$ cat config.mk
export PLATFORM = sky130hd
export DESIGN_NAME = clipped_blit_row_address_generator
export DESIGN_NICKNAME = d
export VERILOG_FILES = /design/src/hdl/cbrag_pkg.sv /design/src/hdl/cbrag_cfg.sv /design/src/hdl/cbrag_front.sv /design/src/hdl/cbrag_queue.sv /design/src/hdl/cbrag_back.sv /design/src/hdl/clipped_blit_row_address_generator.sv
export VERILOG_INCLUDE_DIRS = /design/src /design/src/hdl
export SDC_FILE = /design/constraint.sdc
export NUM_CORES = 2
export LEC_CHECK = 0
export BUFFER_PORTS_ARGS = -buffer_cell sky130_fd_sc_hd__buf_4
export CAP_MARGIN = 15
export CORE_AREA = 2 2 398 439
export CTS_CLUSTER_DIAMETER = 40
export DETAILED_ROUTE_END_ITERATION = 6
export DIE_AREA = 0 0 400 441
export PLACE_DENSITY = 0.42
export SYNTH_ARGS = -nofsm -noshare
export SYNTH_HDL_FRONTEND = slang
export SYNTH_HIERARCHICAL = 1
export SYNTH_SLANG_ARGS = --single-unit
export TNS_END_PERCENT = 50
$ cat constraint.sdc
create_clock -name clk -period 7.3 [get_ports clk]
set_clock_uncertainty 0.1 [all_clocks]
set_input_delay 0.365 -clock clk [delete_from_list [all_inputs] [get_ports clk]]
set_output_delay 0.365 -clock clk [all_outputs]
set_load 0.005 [all_outputs]
$ cat src/hdl/assert_macros.svh
// Assertion macros shared by the blit address generator modules.
// Needs nothing else; each file that asserts includes it by name.
`ifndef ASSERT_MACROS_SVH
`define ASSERT_MACROS_SVH

// Condition must never hold outside reset.
`define ASSERT_NEVER(lbl, clk, rst, cond) \
  lbl: assert property (@(posedge clk) disable iff (rst) !(cond)) \
    else $error("assertion failed: condition must never hold");

// Antecedent implies consequent in the same cycle.
`define ASSERT_IMPLIES(lbl, clk, rst, ante, cons) \
  lbl: assert property (@(posedge clk) disable iff (rst) (ante) |-> (cons)) \
    else $error("assertion failed: same-cycle implication");

// Antecedent implies consequent in the next cycle.
`define ASSERT_NEXT(lbl, clk, rst, ante, cons) \
  lbl: assert property (@(posedge clk) disable iff (rst) (ante) |=> (cons)) \
    else $error("assertion failed: next-cycle implication");

`endif

$ cat src/hdl/cbrag_pkg.sv
// Shared types and constants of the clipped blit row address generator.
// No dependencies; imported by every module of the block.
`default_nettype none

package cbrag_pkg;

  localparam int MAX_SIDE           = 1024;
  localparam int ADDR_BITS_DEFAULT  = 24;
  localparam int QUEUE_DEPTH        = 4;
  localparam int DIM_W              = 11;
  localparam int BASE_W             = 24;
  localparam int OUT_ADDR_W         = 24;
  localparam int COORD_W            = 12;
  localparam int CLIP_W             = 14;
  localparam int PROD_W             = 2 * DIM_W;
  localparam int APB_AW             = 5;
  localparam int APB_DW             = 32;

  localparam logic REQ_START = 1'b0;
  localparam logic REQ_ROW   = 1'b1;

  typedef enum logic [2:0] {
    REG_SOURCE_WIDTH  = 3'd0,
    REG_SOURCE_HEIGHT = 3'd1,
    REG_TARGET_WIDTH  = 3'd2,
    REG_TARGET_HEIGHT = 3'd3,
    REG_SOURCE_BASE   = 3'd4,
    REG_TARGET_BASE   = 3'd5
  } reg_idx_t;

  typedef logic [DIM_W-1:0] dim_t;

  // Image dimensions already clamped to MAX_SIDE.
  typedef struct packed {
    dim_t              sw;
    dim_t              sh;
    dim_t              tw;
    dim_t              th;
    logic [BASE_W-1:0] sbase;
    logic [BASE_W-1:0] tbase;
  } cfg_t;

  typedef struct packed {
    logic req;
    logic nonempty;
    dim_t width;
    dim_t rows;
  } cmd_t;

endpackage

`default_nettype wire

$ cat src/hdl/cbrag_cfg.sv
// Configuration registers with APB-style access and dimension clamping.
// Depends on cbrag_pkg.
`default_nettype none

module cbrag_cfg
  import cbrag_pkg::*;
(
  input  wire logic              clk,
  input  wire logic              rst,
  input  wire logic              psel,
  input  wire logic              penable,
  input  wire logic              pwrite,
  input  wire logic [APB_AW-1:0] paddr,
  input  wire logic [APB_DW-1:0] pwdata,
  output logic      [APB_DW-1:0] prdata,
  output logic                   pready,
  output cfg_t                   cfg
);

  localparam int CmpW = DIM_W + 2;

  dim_t              source_width;
  dim_t              source_height;
  dim_t              target_width;
  dim_t              target_height;
  logic [BASE_W-1:0] source_base;
  logic [BASE_W-1:0] target_base;
  reg_idx_t          idx;
  logic              wr;

  function automatic dim_t dim_clamp(input dim_t v);
    return ({2'b00, v} > CmpW'(MAX_SIDE)) ? DIM_W'(MAX_SIDE) : v;
  endfunction

  assign pready = 1'b1;
  assign idx    = reg_idx_t'(paddr[APB_AW-1:2]);
  assign wr     = psel && penable && pwrite && pready;

  always_ff @(posedge clk) begin
    if (rst) begin
      source_width  <= DIM_W'(320);
      source_height <= DIM_W'(200);
      target_width  <= DIM_W'(320);
      target_height <= DIM_W'(200);
      source_base   <= '0;
      target_base   <= '0;
    end else if (wr) begin
      unique case (idx)
        REG_SOURCE_WIDTH:  source_width  <= pwdata[DIM_W-1:0];
        REG_SOURCE_HEIGHT: source_height <= pwdata[DIM_W-1:0];
        REG_TARGET_WIDTH:  target_width  <= pwdata[DIM_W-1:0];
        REG_TARGET_HEIGHT: target_height <= pwdata[DIM_W-1:0];
        REG_SOURCE_BASE:   source_base   <= pwdata[BASE_W-1:0];
        REG_TARGET_BASE:   target_base   <= pwdata[BASE_W-1:0];
        default: ;
      endcase
    end
  end

  always_comb begin
    unique case (idx)
      REG_SOURCE_WIDTH:  prdata = APB_DW'(source_width);
      REG_SOURCE_HEIGHT: prdata = APB_DW'(source_height);
      REG_TARGET_WIDTH:  prdata = APB_DW'(target_width);
      REG_TARGET_HEIGHT: prdata = APB_DW'(target_height);
      REG_SOURCE_BASE:   prdata = APB_DW'(source_base);
      REG_TARGET_BASE:   prdata = APB_DW'(target_base);
      default:           prdata = '0;
    endcase
  end

  always_comb begin
    cfg.sw    = dim_clamp(source_width);
    cfg.sh    = dim_clamp(source_height);
    cfg.tw    = dim_clamp(target_width);
    cfg.th    = dim_clamp(target_height);
    cfg.sbase = source_base;
    cfg.tbase = target_base;
  end

endmodule

`default_nettype wire

$ cat src/hdl/cbrag_front.sv
// Front end: accepts requests, clips start rectangles and forms first-row
// addresses in a three-stage elastic pipeline. Depends on cbrag_pkg.
`default_nettype none
`include "assert_macros.svh"

module cbrag_front
  import cbrag_pkg::*;
#(
  parameter int ADDR_BITS = ADDR_BITS_DEFAULT
) (
  input  wire logic                       clk,
  input  wire logic                       rst,
  input  wire cfg_t                       cfg,
  input  wire logic                       in_valid,
  output logic                            in_ready,
  input  wire logic                       req_type,
  input  wire logic signed [COORD_W-1:0]  rect_x,
  input  wire logic signed [COORD_W-1:0]  rect_y,
  input  wire logic        [DIM_W-1:0]    rect_w,
  input  wire logic        [DIM_W-1:0]    rect_h,
  input  wire logic signed [COORD_W-1:0]  pos_x,
  input  wire logic signed [COORD_W-1:0]  pos_y,
  output logic                            cmd_valid,
  input  wire logic                       cmd_ready,
  output cmd_t                            cmd,
  output logic             [ADDR_BITS-1:0] cmd_src,
  output logic             [ADDR_BITS-1:0] cmd_dst
);

  typedef logic signed [CLIP_W-1:0] coord_t;

  typedef struct packed {
    coord_t lo;
    coord_t len;
  } span_t;

  // Clip [lo, lo+len) to [0, side); empty overlap gives zero length.
  function automatic span_t clip1(input coord_t lo, input coord_t len, input coord_t side);
    coord_t a;
    coord_t b;
    span_t  s;
    a = (lo > coord_t'(0)) ? lo : coord_t'(0);
    b = ((lo + len) < side) ? (lo + len) : side;
    s.lo  = a;
    s.len = (b > a) ? (b - a) : coord_t'(0);
    return s;
  endfunction

  function automatic coord_t uext(input dim_t v);
    return coord_t'({{(CLIP_W-DIM_W){1'b0}}, v});
  endfunction

  logic adv1, adv2, adv3;
  logic v1, v2, v3;
  logic stall3;

  logic   s1_req;
  span_t  s1_sx, s1_sy;
  coord_t s1_offx, s1_offy;

  logic   s2_req;
  span_t  s2_dx, s2_dy;
  coord_t s2_offx, s2_offy;

  logic              s3_req;
  logic              s3_empty;
  logic [PROD_W-1:0] s3_prod_s, s3_prod_d;
  dim_t              s3_srcx, s3_dxo, s3_width, s3_rows;

  coord_t srcx, srcy;

  assign adv3     = !v3 || cmd_ready;
  assign adv2     = !v2 || adv3;
  assign adv1     = !v1 || adv2;
  assign in_ready = adv1;
  assign stall3   = v3 && !cmd_ready;

  always_ff @(posedge clk) begin
    if (rst) begin
      v1 <= 1'b0;
      v2 <= 1'b0;
      v3 <= 1'b0;
    end else begin
      if (adv1) begin
        v1 <= in_valid;
      end
      if (adv2) begin
        v2 <= v1;
      end
      if (adv3) begin
        v3 <= v2;
      end
    end
  end

  // Stage 1: clip to source image, offset source to target.
  always_ff @(posedge clk) begin
    if (adv1) begin
      s1_req  <= req_type;
      s1_sx   <= clip1(coord_t'(rect_x), uext(rect_w), uext(cfg.sw));
      s1_sy   <= clip1(coord_t'(rect_y), uext(rect_h), uext(cfg.sh));
      s1_offx <= coord_t'(pos_x) - coord_t'(rect_x);
      s1_offy <= coord_t'(pos_y) - coord_t'(rect_y);
    end
  end

  // Stage 2: clip to target image.
  always_ff @(posedge clk) begin
    if (adv2) begin
      s2_req  <= s1_req;
      s2_dx   <= clip1(s1_sx.lo + s1_offx, s1_sx.len, uext(cfg.tw));
      s2_dy   <= clip1(s1_sy.lo + s1_offy, s1_sy.len, uext(cfg.th));
      s2_offx <= s1_offx;
      s2_offy <= s1_offy;
    end
  end

  // Stage 3: back to source coordinates, row stride products.
  always_comb begin
    srcx = s2_dx.lo - s2_offx;
    srcy = s2_dy.lo - s2_offy;
  end

  always_ff @(posedge clk) begin
    if (adv3) begin
      s3_req    <= s2_req;
      s3_empty  <= (s2_dx.len == coord_t'(0)) || (s2_dy.len == coord_t'(0));
      s3_prod_s <= srcy[DIM_W-1:0] * cfg.sw;
      s3_prod_d <= s2_dy.lo[DIM_W-1:0] * cfg.tw;
      s3_srcx   <= srcx[DIM_W-1:0];
      s3_dxo    <= s2_dx.lo[DIM_W-1:0];
      s3_width  <= s2_dx.len[DIM_W-1:0];
      s3_rows   <= s2_dy.len[DIM_W-1:0];
    end
  end

  always_comb begin
    cmd_valid    = v3;
    cmd.req      = s3_req;
    cmd.nonempty = !s3_empty;
    cmd.width    = s3_empty ? '0 : s3_width;
    cmd.rows     = s3_empty ? '0 : s3_rows;
    cmd_src      = s3_empty ? '0 : ADDR_BITS'(cfg.sbase) + ADDR_BITS'(s3_prod_s)
                                 + ADDR_BITS'(s3_srcx);
    cmd_dst      = s3_empty ? '0 : ADDR_BITS'(cfg.tbase) + ADDR_BITS'(s3_prod_d)
                                 + ADDR_BITS'(s3_dxo);
  end

  `ASSERT_NEXT(a_stall_holds, clk, rst, stall3, v3 && $stable(s3_prod_s) && $stable(s3_rows))

endmodule

`default_nettype wire

$ cat src/hdl/cbrag_queue.sv
// Small register FIFO between front and back ends, first-word fall-through.
// Depends on cbrag_pkg.
`default_nettype none
`include "assert_macros.svh"

module cbrag_queue
  import cbrag_pkg::*;
#(
  parameter int WIDTH = 8,
  parameter int DEPTH = QUEUE_DEPTH
) (
  input  wire logic             clk,
  input  wire logic             rst,
  input  wire logic             wr_en,
  input  wire logic [WIDTH-1:0] wr_data,
  output logic                  wr_ready,
  input  wire logic             rd_en,
  output logic      [WIDTH-1:0] rd_data,
  output logic                  rd_valid
);

  localparam int PtrW = (DEPTH > 1) ? $clog2(DEPTH) : 1;
  localparam int CntW = $clog2(DEPTH + 1);

  logic [WIDTH-1:0] mem [DEPTH];
  logic [PtrW-1:0]  wr_ptr, rd_ptr;
  logic [CntW-1:0]  count;

  function automatic logic [PtrW-1:0] bump(input logic [PtrW-1:0] p);
    return (p == PtrW'(DEPTH - 1)) ? '0 : p + PtrW'(1);
  endfunction

  assign wr_ready = (count != CntW'(DEPTH));
  assign rd_valid = (count != '0);
  assign rd_data  = mem[rd_ptr];

  always_ff @(posedge clk) begin
    if (rst) begin
      wr_ptr <= '0;
      rd_ptr <= '0;
      count  <= '0;
    end else begin
      if (wr_en) begin
        wr_ptr <= bump(wr_ptr);
      end
      if (rd_en) begin
        rd_ptr <= bump(rd_ptr);
      end
      if (wr_en && !rd_en) begin
        count <= count + CntW'(1);
      end else if (rd_en && !wr_en) begin
        count <= count - CntW'(1);
      end
    end
  end

  always_ff @(posedge clk) begin
    if (wr_en) begin
      mem[wr_ptr] <= wr_data;
    end
  end

  `ASSERT_NEVER(a_no_overflow, clk, rst, wr_en && !wr_ready)
  `ASSERT_NEVER(a_no_underflow, clk, rst, rd_en && !rd_valid)

endmodule

`default_nettype wire

$ cat src/hdl/cbrag_back.sv
// Back end: holds the blit walk state and issues one result per command
// into the output register. Depends on cbrag_pkg.
`default_nettype none
`include "assert_macros.svh"

module cbrag_back
  import cbrag_pkg::*;
#(
  parameter int ADDR_BITS = ADDR_BITS_DEFAULT
) (
  input  wire logic                   clk,
  input  wire logic                   rst,
  input  wire cfg_t                   cfg,
  input  wire logic                   cmd_valid,
  output logic                        cmd_ready,
  input  wire cmd_t                   cmd,
  input  wire logic [ADDR_BITS-1:0]   cmd_src,
  input  wire logic [ADDR_BITS-1:0]   cmd_dst,
  output logic                        out_valid,
  input  wire logic                   out_ready,
  output logic [OUT_ADDR_W-1:0]       src_addr,
  output logic [OUT_ADDR_W-1:0]       dst_addr,
  output logic [DIM_W-1:0]            row_len,
  output logic [DIM_W-1:0]            row_count,
  output logic                        row_valid,
  output logic                        last_row
);

  logic [ADDR_BITS-1:0] next_src_row, next_dst_row;
  dim_t                 clipped_width, rows_remaining;
  logic                 pop;
  logic                 active;
  logic                 out_zero;

  assign cmd_ready = !out_valid || out_ready;
  assign pop       = cmd_valid && cmd_ready;
  assign active    = (rows_remaining != '0);
  assign out_zero  = (row_len == '0) && (row_count == '0) && (src_addr == '0)
                     && (dst_addr == '0);

  always_ff @(posedge clk) begin
    if (rst) begin
      out_valid      <= 1'b0;
      next_src_row   <= '0;
      next_dst_row   <= '0;
      clipped_width  <= '0;
      rows_remaining <= '0;
    end else begin
      if (pop) begin
        out_valid <= 1'b1;
        unique case (cmd.req)
          REQ_START: begin
            next_src_row   <= cmd_src;
            next_dst_row   <= cmd_dst;
            clipped_width  <= cmd.width;
            rows_remaining <= cmd.rows;
          end
          REQ_ROW: begin
            if (active) begin
              next_src_row   <= next_src_row + ADDR_BITS'(cfg.sw);
              next_dst_row   <= next_dst_row + ADDR_BITS'(cfg.tw);
              rows_remaining <= rows_remaining - DIM_W'(1);
            end
          end
        endcase
      end else if (out_valid && out_ready) begin
        out_valid <= 1'b0;
      end
    end
  end

  always_ff @(posedge clk) begin
    if (pop) begin
      unique case (cmd.req)
        REQ_START: begin
          src_addr  <= OUT_ADDR_W'(cmd_src);
          dst_addr  <= OUT_ADDR_W'(cmd_dst);
          row_len   <= cmd.width;
          row_count <= cmd.rows;
          row_valid <= cmd.nonempty;
          last_row  <= 1'b0;
        end
        REQ_ROW: begin
          src_addr  <= active ? OUT_ADDR_W'(next_src_row) : '0;
          dst_addr  <= active ? OUT_ADDR_W'(next_dst_row) : '0;
          row_len   <= active ? clipped_width : '0;
          row_count <= '0;
          row_valid <= active;
          last_row  <= (rows_remaining == DIM_W'(1));
        end
      endcase
    end
  end

  `ASSERT_IMPLIES(a_last_ends_walk, clk, rst, out_valid && last_row, rows_remaining == '0)
  `ASSERT_IMPLIES(a_empty_is_zero, clk, rst, out_valid && !row_valid, out_zero)
  `ASSERT_IMPLIES(a_count_on_start, clk, rst, out_valid && row_count != '0, row_valid && !last_row)

endmodule

`default_nettype wire

$ cat src/hdl/clipped_blit_row_address_generator.sv
// Top level of the clipped blit row address generator.
// Depends on cbrag_pkg, cbrag_cfg, cbrag_front, cbrag_queue and cbrag_back.
//
// Usage: program image sizes and base addresses over the APB port while idle
// (pready is always high, a write lands on the access cycle). Requests enter
// on in_valid/in_ready: req_type start carries the source rectangle and the
// target position; req_type row asks for the next row of the current blit.
// Every request gives exactly one result on out_valid/out_ready: a start
// returns the clipped width, the row count, the first row addresses and
// whether anything is left; each row request returns one row's source and
// target addresses, length and last-row flag, or all zeros when no blit runs.
// After its input transfer a request passes three clip/multiply pipeline
// stages, one queue slot and one output register before its result shows.
// Throughput: one request per cycle while out_ready stays high, set by the
// one-row-per-cycle update of the walk registers in the back end.
// When the receiver stalls, the output register holds its result, the queue
// fills and the front pipeline backs up until in_ready falls.
// Reset (synchronous, rst high) restores the default registers, empties the
// pipeline and the queue, and leaves no blit active.
`default_nettype none

module clipped_blit_row_address_generator
  import cbrag_pkg::*;
#(
  parameter int ADDR_BITS = ADDR_BITS_DEFAULT
) (
  input  wire logic                      clk,
  input  wire logic                      rst,
  input  wire logic                      psel,
  input  wire logic                      penable,
  input  wire logic                      pwrite,
  input  wire logic [APB_AW-1:0]         paddr,
  input  wire logic [APB_DW-1:0]         pwdata,
  output logic      [APB_DW-1:0]         prdata,
  output logic                           pready,
  input  wire logic                      in_valid,
  output logic                           in_ready,
  input  wire logic                      req_type,
  input  wire logic signed [COORD_W-1:0] rect_x,
  input  wire logic signed [COORD_W-1:0] rect_y,
  input  wire logic        [DIM_W-1:0]   rect_w,
  input  wire logic        [DIM_W-1:0]   rect_h,
  input  wire logic signed [COORD_W-1:0] pos_x,
  input  wire logic signed [COORD_W-1:0] pos_y,
  output logic                           out_valid,
  input  wire logic                      out_ready,
  output logic [OUT_ADDR_W-1:0]          src_addr,
  output logic [OUT_ADDR_W-1:0]          dst_addr,
  output logic [DIM_W-1:0]               row_len,
  output logic [DIM_W-1:0]               row_count,
  output logic                           row_valid,
  output logic                           last_row
);

  localparam int QW = $bits(cmd_t) + 2 * ADDR_BITS;

  cfg_t                 cfg;
  cmd_t                 f_cmd, b_cmd;
  logic [ADDR_BITS-1:0] f_src, f_dst, b_src, b_dst;
  logic                 f_valid, f_ready;
  logic                 b_valid, b_ready;
  logic [QW-1:0]        q_rd_data;

  cbrag_cfg u_cfg (
    .clk     (clk),
    .rst     (rst),
    .psel    (psel),
    .penable (penable),
    .pwrite  (pwrite),
    .paddr   (paddr),
    .pwdata  (pwdata),
    .prdata  (prdata),
    .pready  (pready),
    .cfg     (cfg)
  );

  cbrag_front #(
    .ADDR_BITS (ADDR_BITS)
  ) u_front (
    .clk       (clk),
    .rst       (rst),
    .cfg       (cfg),
    .in_valid  (in_valid),
    .in_ready  (in_ready),
    .req_type  (req_type),
    .rect_x    (rect_x),
    .rect_y    (rect_y),
    .rect_w    (rect_w),
    .rect_h    (rect_h),
    .pos_x     (pos_x),
    .pos_y     (pos_y),
    .cmd_valid (f_valid),
    .cmd_ready (f_ready),
    .cmd       (f_cmd),
    .cmd_src   (f_src),
    .cmd_dst   (f_dst)
  );

  cbrag_queue #(
    .WIDTH (QW),
    .DEPTH (QUEUE_DEPTH)
  ) u_queue (
    .clk      (clk),
    .rst      (rst),
    .wr_en    (f_valid && f_ready),
    .wr_data  ({f_cmd, f_src, f_dst}),
    .wr_ready (f_ready),
    .rd_en    (b_valid && b_ready),
    .rd_data  (q_rd_data),
    .rd_valid (b_valid)
  );

  assign {b_cmd, b_src, b_dst} = q_rd_data;

  cbrag_back #(
    .ADDR_BITS (ADDR_BITS)
  ) u_back (
    .clk       (clk),
    .rst       (rst),
    .cfg       (cfg),
    .cmd_valid (b_valid),
    .cmd_ready (b_ready),
    .cmd       (b_cmd),
    .cmd_src   (b_src),
    .cmd_dst   (b_dst),
    .out_valid (out_valid),
    .out_ready (out_ready),
    .src_addr  (src_addr),
    .dst_addr  (dst_addr),
    .row_len   (row_len),
    .row_count (row_count),
    .row_valid (row_valid),
    .last_row  (last_row)
  );

endmodule

`default_nettype wire

==> reports/results.md <==
| Quantity | This run | Unit |
|---|---|---|
| Worst Path Class, Setup | register to register | - |
| Portion of the post-synthesis area used by sequential elements | 0.420 | - |
| Overall via count from detail_route | 36200 | - |
| DP HPWL | 123000 | µm |
| Synthesis warning total | 6 | - |
| Maximum root-to-sink buffer count | 3 | - |
| Maximum number of pins on one net before global-route repair | 86 | - |
| GRT overflow | 0 | - |
| Type of element capturing the critical path | register | - |
| Period minus WS final | 7.05 | ns |
| Critical Path RT | 7.69 | ns |
| Setup Viol. Count Final | 0 | - |
| Total iterations of the first detailed-routing run | 5 | - |
| Clock-pin slew on the worst setup and hold paths | 0.06 | ns |
| Crit-path slowest cell | sky130_fd_sc_hd__fa_1 | - |
| Layout cell share with drive strength beyond 1 | 0.157 | - |
| Areal power density over the cells | 490 | mW/mm² |
| Number of antenna violations at the first check in global routing | 6 | - |
| Horizontal extent of the die | 400 | µm |
| Result of the run | complete, no violations | - |
| Overall die area | 0.176 | mm² |
| Initial Util | 0.298 | - |
| Share of the synthesized area in the top cell type | 0.352 | - |
| Number of inserted filler cells in the final layout | 17300 | - |
| Clock Sink Count | 777 | - |
| Proportion of power drawn by flip-flops and latches | 0.242 | - |
| Detail-routed via count per cell | 4.81 | - |
| Buffers added on ports | 202 | - |
| Post-synth top area cell | sky130_fd_sc_hd__edfxtp_1 | - |
| Total GRT Usage | 0.181 | - |
| Routed length per placed instance | 21.2 | µm |
| Least setup slack across all paths after layout | 0.251 | ns |
| Post-placement cell count | 7167 | - |
| Synth async-reset ratio | 0 | - |
| Minimum hold slack | 0.0646 | ns |
| Overall die height | 441 | µm |
| CTS Buf Count | 143 | - |
| Count of flip-flops with a built-in enable after synthesis | 602 | - |
| Relative contribution of the clock network to total power | 0.228 | - |
| Utilization after layout | 0.360 | - |
| Part of the power in combinational logic | 0.530 | - |
| Total wire length after detailed routing | 160000 | µm |
| Count of state elements after synthesis | 777 | - |
| Post-route DRC violation count | 0 | - |
| TritonCTS clock tree | built | - |
| Most used flip-flop cell after synthesis | sky130_fd_sc_hd__edfxtp_1 | - |
| Synthesized area divided by synthesized cell count | 10.8 | µm² |
| Core area | 0.172 | mm² |
| Number of pins exceeding their max-slew limit in the final report | 0 | - |
| Switch Pwr | 12.6 | mW |
| Switching part of the total power | 0.415 | - |
| Largest stage delay on the critical path | 0.54 | ns |
| VDD IR max | 342 | µV |
| Worst slew slack as a fraction of its limit | 0.245 | - |
| Most Frequent Cell on Critical Path | sky130_fd_sc_hd__fa_1 | - |
| Clock insertion delay at the later pin of the skew report | 0.79 | ns |
| Root buffer cell | sky130_fd_sc_hd__clkbuf_16 | - |
| Internal power | 17.8 | mW |
| Detail Route Antenna Nets | 0 | - |
| Count of max-cap constraint violations | 0 | - |
| Post-synthesis instance total | 4748 | - |
| Critical Path Source Type | register | - |
| First DRT Iteration DRCs | 1943 | - |
| Crit Path Max Fanout | 4 | - |
| Ratio of final minimum period to clock period | 0.966 | - |
| Ports | 222 | - |
| Pre-CTS worst setup slack | -0.104 | ns |
| Setup repair after global routing missed its margin | yes | - |
| Number of rows in the core area | 160 | - |
| Post-synthesis instance area | 0.0513 | mm² |
| Global-route wire length before repair | 238000 | µm |
| CTS H-Tree Depth | 4 | - |
| Data arrival time at the worst-slack endpoint | 7.44 | ns |
| Synth cell types | 98 | - |
| Hold Crit Class | input pin to register | - |
| Via count of the first global-routing pass | 36700 | - |
| Top cells by area, synth | sky130_fd_sc_hd__edfxtp_1, sky130_fd_sc_hd__ha_1, sky130_fd_sc_hd__fa_1 | - |
| Leakage | 26.6 | nW |
| Area grow syn2layout | 20.9 | % |
| Final-report hold violation count | 0 | - |
| Transition time at the pin with the least slew margin | 1.13 | ns |
| Number of standard cells in the layout, taps in and fillers out | 7523 | - |
| Final estimated routing congestion in global placement | 0.848 | - |
| Net total in the final layout | 5880 | - |
| Highest attainable clock frequency | 142 | MHz |
==> metal layers <==
metal,part of all wire,vias up,global-route usage
met5,0.000075,-,0
met4,0.020,2,0.0428
met3,0.033,166,0.0227
met2,0.48,661,0.306
met1,0.47,17800,0.245
li1,-,17600,-
==> final cells by class <==
type,instances,area [µm²],area share
inverters,450,1700,0.0273
clock inverters,103,1390,0.0224
diodes,6,15.0,0.000242
clock buffers,163,3760,0.0607
repair buffers,411,3270,0.0527
multi-input cells,3345,27500,0.443
well taps,2268,2840,0.0457
flip-flops and latches,777,21600,0.348
==> path summary, 6_finish.rpt <==
path | startpoint | endpoint | slack [ns] | cells after the start
max | u_front/s2_dy[14]$_DFFE_PP_ | u_front/s3_prod_s[20]$_DFFE_PP_ | 0.25 | 31
min reg2reg | u_front/s1_req$_DFFE_PP_ | u_front/s2_req$_DFFE_PP_ | 0.32 | 0
min | rect_y[0] | u_front/s1_offy[0]$_DFFE_PP_ | 0.06 | 3
max reg2reg | u_front/s2_dy[14]$_DFFE_PP_ | u_front/s3_prod_s[20]$_DFFE_PP_ | 0.25 | 31
==> Yosys cell counts, drive strengths merged, types with 24 or more instances <==
master / n
dfxtp: 175
and2: 124
nor4: 24
xnor2: 130
nand3: 61
inv: 447
mux4: 72
mux2: 60
a31oi: 39
nand2b: 146
a21oi: 236
ha: 436
edfxtp: 602
fa: 201
nand2: 426
a22o: 39
and3: 33
a211oi: 33
o21ai: 157
clkbuf: 120
mux2i: 133
nor3: 71
a21o: 94
buf: 70
nor2: 327
nand4: 27
nor2b: 122
o21a: 31
xor2: 55
==> sequential cells by signal (all words and copies together) (netlist names), 13 cells and up, named ones only <==
register and count:
u_back/src_addr 24, u_front/s1_sx 26, u_back/dst_addr 24, u_front/s1_sy 26
u_front/s2_dy 25, u_back/next_src_row 24, u_front/s2_dx 25, u_front/s3_prod_d 22
u_front/s1_offy 13, u_back/next_dst_row 24, u_cfg/target_base 24, u_cfg/source_base 24
u_front/s3_prod_s 22, u_queue/mem 288, u_front/s1_offx 13
==> through the flow <==
stage / cell area (µm²) / setup TNS, ns / power, mW
finish: 62000 / 0 / 30.4
CTS: 61600 / 0 / 30.2
detailed placement: 55800 / -0.834 / 23.0
global placement: 55800 / -0.000280 / 22.9
floorplan: 51400 / 0 / 17.4
global route: 62000 / -0.503 / 32.7
==> power by group through the flow <==
stage,Combinational (mW),Sequential (mW),Clock (mW)
6_report,16.1,7.36,6.93
5_1_grt,17.9,7.46,7.32
2_1_floorplan,10.4,7.00,0
3_3_place_gp,15.5,7.45,0
4_1_cts,15.7,7.39,7.11
3_5_place_dp,15.5,7.47,0
==> kinds of logic (layout without fill, tap and decap cells) <==
logic type,Yosys count,in the layout,synth area share
buf+inv,640,1127,0.0515
compound gates,820,821,0.106
other cells,4,23,0.000292
xor+xnor,185,185,0.0316
fa+ha+maj,637,637,0.185
mux,265,265,0.0708
simple gates,1420,1420,0.135
flops,777,777,0.420
==> cells in the final DEF, fill, tap and decap left out, drive strengths merged, types with 124 or more instances in the layout <==
cell	netlist	routed
edfxtp	602	602
a21oi	236	236
xnor2	130	130
clkbuf	120	163
o21ai	157	158
buf	70	341
nand2	426	426
ha	436	436
nand2b	146	146
and2	124	124
nor2	327	327
mux2i	133	133
inv	447	471
fa	201	201
dfxtp	175	175
==> critical path: cells and delay by family, from the launching register on <==
family | cells | cell delay, ns
DFF | 1 | 0.42
and+or+nand+nor | 2 | 0.25
AOI/OAI and AO/OA | 12 | 2.04
buffers and inverters | 7 | 0.50
xor gates and xnor gates | 2 | 0.20
adders and majority gates | 8 | 3.32
==> timing repair <==
| item | CTS | global route |
|---|---|---|
| setup endpoints to repair | 15 | 34 |
| hold buffers | 70 | 0 |
| cloned | 0 | 1 |
| buffers inserted | 0 | 13 |
| gates resized for setup | 3 | 57 |
| pin swaps | 0 | 24 |
| endpoints found under the hold margin | 129 | 0 |
No activity file was read; power rests on OpenSTA's default activity.
